--- config.mk ---
export PLATFORM = sky130hd
export DESIGN_NAME = xxh_mul
export DESIGN_NICKNAME = d
export VERILOG_FILES = /design/src/xxh_mul.sv
export SDC_FILE = /design/constraint.sdc
export NUM_CORES = 2
export LEC_CHECK = 0
export BUFFER_PORTS_ARGS = -buffer_cell sky130_fd_sc_hd__buf_2
export CAP_MARGIN = 20
export CORE_ASPECT_RATIO = 0.75
export CORE_UTILIZATION = 40
export CTS_CLUSTER_DIAMETER = 40
export DETAILED_ROUTE_END_ITERATION = 10
export GPL_TIMING_DRIVEN = 1
export PLACE_DENSITY = 0.58
export SYNTH_ARGS = -nofsm -noshare
export SYNTH_HDL_FRONTEND = slang
export SYNTH_SLANG_ARGS = --single-unit
--- constraint.sdc ---
create_clock -name clk -period 14.45 [get_ports clk]
set_clock_uncertainty 0.2 [all_clocks]
set_input_delay 1.445 -clock clk [delete_from_list [all_inputs] [get_ports clk]]
set_output_delay 1.445 -clock clk [all_outputs]
set_load 0.005 [all_outputs]
--- src/xxh_mul.sv ---
module xxh_mul
(
    input  logic        clk,
    input  logic        rst_n,
    input  logic        go,
    input  logic [63:0] a,
    input  logic [63:0] b,
    output logic        done,
    output logic [63:0] p
);

    logic [63:0] a_reg;
    logic [63:0] b_reg;
    logic [63:0] p_reg;
    logic [63:0] p_next;
    logic [1:0]  step_reg;
    logic        busy_reg;
    logic        done_reg;
    logic [31:0] op_x;
    logic [31:0] op_y;
    logic [63:0] prod;

    always_comb
    begin
        case (step_reg)
            2'd0:
            begin
                op_x = a_reg[31:0];
                op_y = b_reg[31:0];
            end
            2'd1:
            begin
                op_x = a_reg[31:0];
                op_y = b_reg[63:32];
            end
            default:
            begin
                op_x = a_reg[63:32];
                op_y = b_reg[31:0];
            end
        endcase
        prod = op_x * op_y;
        if (step_reg == 2'd0)
        begin
            p_next = prod;
        end
        else
        begin
            p_next = p_reg + {prod[31:0], 32'd0};
        end
    end

    always_ff @(posedge clk or negedge rst_n)
    begin
        if (!rst_n)
        begin
            step_reg <= 2'd0;
            busy_reg <= 1'b0;
            done_reg <= 1'b0;
        end
        else
        begin
            done_reg <= 1'b0;
            if (go)
            begin
                busy_reg <= 1'b1;
                step_reg <= 2'd0;
            end
            else if (busy_reg)
            begin
                step_reg <= step_reg + 2'd1;
                if (step_reg == 2'd2)
                begin
                    busy_reg <= 1'b0;
                    done_reg <= 1'b1;
                end
            end
        end
    end

    always_ff @(posedge clk)
    begin
        if (go)
        begin
            a_reg <= a;
            b_reg <= b;
        end
        else if (busy_reg)
        begin
            p_reg <= p_next;
        end
    end

    assign done = done_reg;
    assign p    = p_reg;

endmodule

### Word-level counts from Yosys, hierarchy flattened

Index checks and enable logic that the tools add are counted.

| storage, ports and cells | value |
|---|---|
| bits in registers | 196 |
| logic and storage cells | 27 |
| input port bits | 131 |
| output and inout port bits | 65 |

| operators by class | value |
|---|---|
| reductions and logical operators | 4 |
| $add $sub $neg | 2 |
| multiplexer cells | 11 |
| bitwise gates (word level) | 1 |
| equality and inequality tests | 2 |
| multipliers | 1 |

Operators with widths:

| kind | count |
|---|---|
| adder 64 bit | 1 |
| multiplier 32 x 32 -> 64 bit | 1 |
| 2-to-1 mux 32 bit | 2 |
| 2-to-1 mux 64 bit | 1 |
| 2-to-1 mux 1 bit | 6 |
| 2-to-1 mux 2 bit | 2 |
| adder 2 x 1 -> 2 bit, second input constant | 1 |
| == test 2 x 1 -> 1 bit, second input constant | 1 |
| == test 2 bit, second input constant | 1 |
| zero test 2 bit | 1 |
| AND reduction 2 bit | 1 |
| nonzero test 2 bit | 1 |
| OR reduction 2 bit | 1 |
| inverter 1 bit | 1 |

### Depth between registers and ports, before layout

| depth | value |
|---|---|
| depth in word-level cells | 6 |
| depth in mapped cells | 40 |
| depth with buffers taken out | 37 |

### Least setup slack after synthesis

No wires, ideal clock.

| timing | value |
|---|---|
| kind | flip-flop to flip-flop |
| start point | register step_reg[0] |
| end point | register p_reg[63], in the netlist p[63], data pin |
| path slack | 4.087 ns |
| period minus slack after synthesis | 10.363 ns |
| setup time | 0.270 ns |
| cell stages (with the launch flop) | 37 |
| required time | 13.980 ns |
| arrival | 9.893 ns |
| buffers on the path | 3 |
| cell sequence | dfrtp_1 ha_1 clkbuf_1 nor2_1 clkbuf_1 buf_1 mux2i_1 nor2_1 fa_1 inv_1 fa_1 fa_1 fa_1 inv_1 fa_1 inv_1 fa_1 inv_1 fa_1 fa_1 ha_1 and2_1 a21boi_0 o21ai_0 a31oi_1 xnor2_1 ha_1 a21o_1 a21o_1 a21o_1 nand3_1 nand2_1 a2111oi_0 o31ai_1 xnor2_1 nor2_1 a21oi_1 |

| on the way | value |
|---|---|
| longest elaborated chain between the ends | 6 |
| elaborated cells on any way between the ends | 8 |
| classes of those cells | 1 x add/sub; 1 x mul; 1 x eq/ne; 3 x mux; 2 x reduce/logical |

RTL lines:

| what | line | text |
|---|---|---|
| from (decl) | 16 | `logic [1:0] step_reg;` |
| from (signal assigned) | 71 | `step_reg <= step_reg + 2'd1;` |
| == test 2 x 1 -> 1 bit / zero test 2 bit (equally long branches) | 25, 43 |  |
| OR reduction 2 bit (no line) | n/a |  |
| 2-to-1 mux 32 bit | 25 | `case (step_reg)` |
| multiplier 32 x 32 -> 64 bit | 42 | `prod = op_x * op_y;` |
| adder 64 bit | 49 | `p_next = p_reg + {prod[31:0], 32'd0};` |
| 2-to-1 mux 64 bit (*) | 43 | `if (step_reg == 2'd0)` |
| net p_next[63] | 15 | `logic [63:0] p_next;` |
| to (signal assigned) | 90 | `p_reg <= p_next;` |
| to (decl) | 14 | `logic [63:0] p_reg;` |

The timed path passes the listed nets; every way through them passes the cells marked *.
A chain may end at the register's enable or synchronous reset.

### Final worst setup path

| timing | value |
|---|---|
| start point | register step_reg[1] |
| end point | register p_reg[63], in the netlist p[63], data pin |

The elaborated chain is that of the path after synthesis.

==> impl_metrics.toml <==
[die]
die_height_um = 279
start_util = 0.404
die_area_um2 = 104000
rows = 101
die_w_um = 371
io_pins = 196
core_um2 = 101000

[global_routing]
met2_usage = 0.379
grt_pass1_vias = 31700
grt_max_degree = 71
gr-max-usage-layer = "met1"
antenna_found_initial = 5
grt_first_pass_wirelength_um = 203000
overflow = 0
grt_util_met3 = 0.0815
met1_usage = 0.398
track_usage = 0.268

[clock_network]
cts_buffers = 17
clk_latency_ns = 0.54
ctsHoldBuffers = 0
post_cts.repair.setup_buffers = 0
cts.sinks = 196
cts_resized = 0
htree_num_levels = 4
clockBufferDepth = 2
cts_tree = "built"
root_buffer = "clkbuf_16"
cts.clk_slew.worst_paths_ns = 0.10

[drt]
num_vias = 30400
route.detailed.drc = 0
drtPass1Iterations = 6
drt_iter0_drc = 2794
routed_wl_um = 133000
ant_nets = 0
routed_via_density = 5.33
avgRoutedWirePerCell_um = 23.3

[synth]
postSynthNetCount = 5600
synth.most_common_cell = "fa_1"
ys_ff_latch = 196
syn_area_um2 = 40900
synth.largest_area_cell = "fa_1"
yosys-top-cells-area = "fa_1 (44%), edfxtp_1 (14%), ha_1 (9.2%)"
yosysWarnings = 0
async_flop_share = 0.0204
synth_edf_count = 192
post_synth_inst_count = 4273
syn_avg_cell_area_um2 = 9.57
ys_seq_area_frac = 0.143
ys_top_cells_by_count = "fa_1 (897), inv_1 (880), nand2_1 (720)"
synth_cell_types = 61
ys.flop_type = "edfxtp_1"
yosys.area.top_type_share = 0.439

[place]
gp_congestion = 0.965
dpl.hpwl_um = 108000
io_buffers = 195
pre_cts_slack_ns = 2.97

[setup_path]
cp_num_buf_inv = 4
required_ns = 14.52
crit_slowest_cell = "o31ai_1"
path_max_fanout = 30
path_delay_family = "adder cells"
critPathLaunchType = "register"
crit_top_cell = "fa_1"
critical_path_class = "reg2reg"
end_kind = "register"
reg2reg_from = "step_reg[1]"
cp.arrival_ns = 11.77
cpPeakStageDelay_ns = 0.89
r2r_cells = 32
rrSetupSlack_ns = 2.75
worst_r2r_endpoint = "p[63]"

[layout]
drive_gt1_frac = 0.0919
area_delta_synth_final_pct = 7.90
antenna_cells = 0
fillCellCount = 9954
fin_nets = 5686

[min_path]
min_path_cells = 2
min_to = "step_reg[1]"
hold_path_class = "reg2reg"
hold_start = "step_reg[1]"

[sta]
setup_tns_ns = 0
setup_violations = 0
drv_slew = 0
worstMarginPinSlew_ns = 1.19
period_share = 0.810
rsz0062_at_grt = "no"
max_freq_mhz = 85.5
worst_slack_ns = 2.75
hold_viol = 0
maxSlewHeadroom = 0.183
period_minus_slack_ns = 11.70

[job]
cap_violations = 0

[outcome]
outcome = "finished clean"
[cell type report]
class	instances	area (um^2)	area share
Clock inverter	15	211	0.00479
Timing Repair Buffer	266	1530	0.0346
Sequential cell	196	5870	0.133
Inverter	880	3300	0.0749
Tap cell	1339	1680	0.0380
Multi-Input combinational cell	2998	31100	0.705
Clock buffer	17	425	0.00964
[cells in the final DEF (no fill, tap or decap), drive strengths merged, types with 58 or more instances in the layout]
master | synthesis | routed
buf | 13 | 266
a21oi | 97 | 97
inv | 880 | 889
nor2 | 418 | 418
nand2 | 720 | 720
mux2 | 64 | 64
edfxtp | 192 | 192
ha | 299 | 299
mux2i | 59 | 59
fa | 897 | 897
o21ai | 58 | 58
[worst register-to-register path: cells and delay by family, from the launching register on]
family          cells  cell delay, ns
xor+xnor            2            0.62
fa+ha+maj          11            4.61
buf+inv             4            0.84
simple gates        6            1.36
compound gates      8            2.79
flops               1            0.37
mux                 1            0.68
[cells by family after synthesis]
| kind of cell | count (synthesis) | share of synthesized area |
|---|---|---|
| fa+ha+maj | 1196 | 0.531 |
| xor+xnor | 87 | 0.0186 |
| simple gates | 1282 | 0.126 |
| buf+inv | 1079 | 0.0993 |
| flops | 196 | 0.143 |
| compound gates | 310 | 0.0496 |
| mux | 123 | 0.0321 |
[metrics by stage]
step,util,area (um^2),std cells,hold slack [ns]
2_1_floorplan,-,40900,4273,0.313
6_report,0.436,44100,5711,0.360
3_3_place_gp,0.429,43500,5678,0.340
4_1_cts,0.436,44100,5710,0.374
5_1_grt,0.436,44100,5711,0.418
3_5_place_dp,0.429,43500,5678,0.349
[per-layer routing]
metal	wire length, um	vias up	part of all wire
met1	59700	15700	0.45
met2	55500	1502	0.42
met4	2750	8	0.021
met5	100	-	0.00075
li1	-	13100	-
met3	15300	151	0.11
[worst max-delay path by stage]
stage,startpoint,cells past startpoint,slack [ns],to
2_1_floorplan,step_reg[0],36,4.09,p[63]
3_3_place_gp,step_reg[1],33,3.03,p[63]
3_5_place_dp,step_reg[1],33,2.97,p[63]
4_1_cts,step_reg[1],33,2.90,p[63]
5_1_grt,step_reg[1],33,2.23,p[63]
6_report,step_reg[1],32,2.75,p[63]
Power is not shown: default switching activity piles up to over one toggle a cycle in this logic, so the estimate is an artifact.
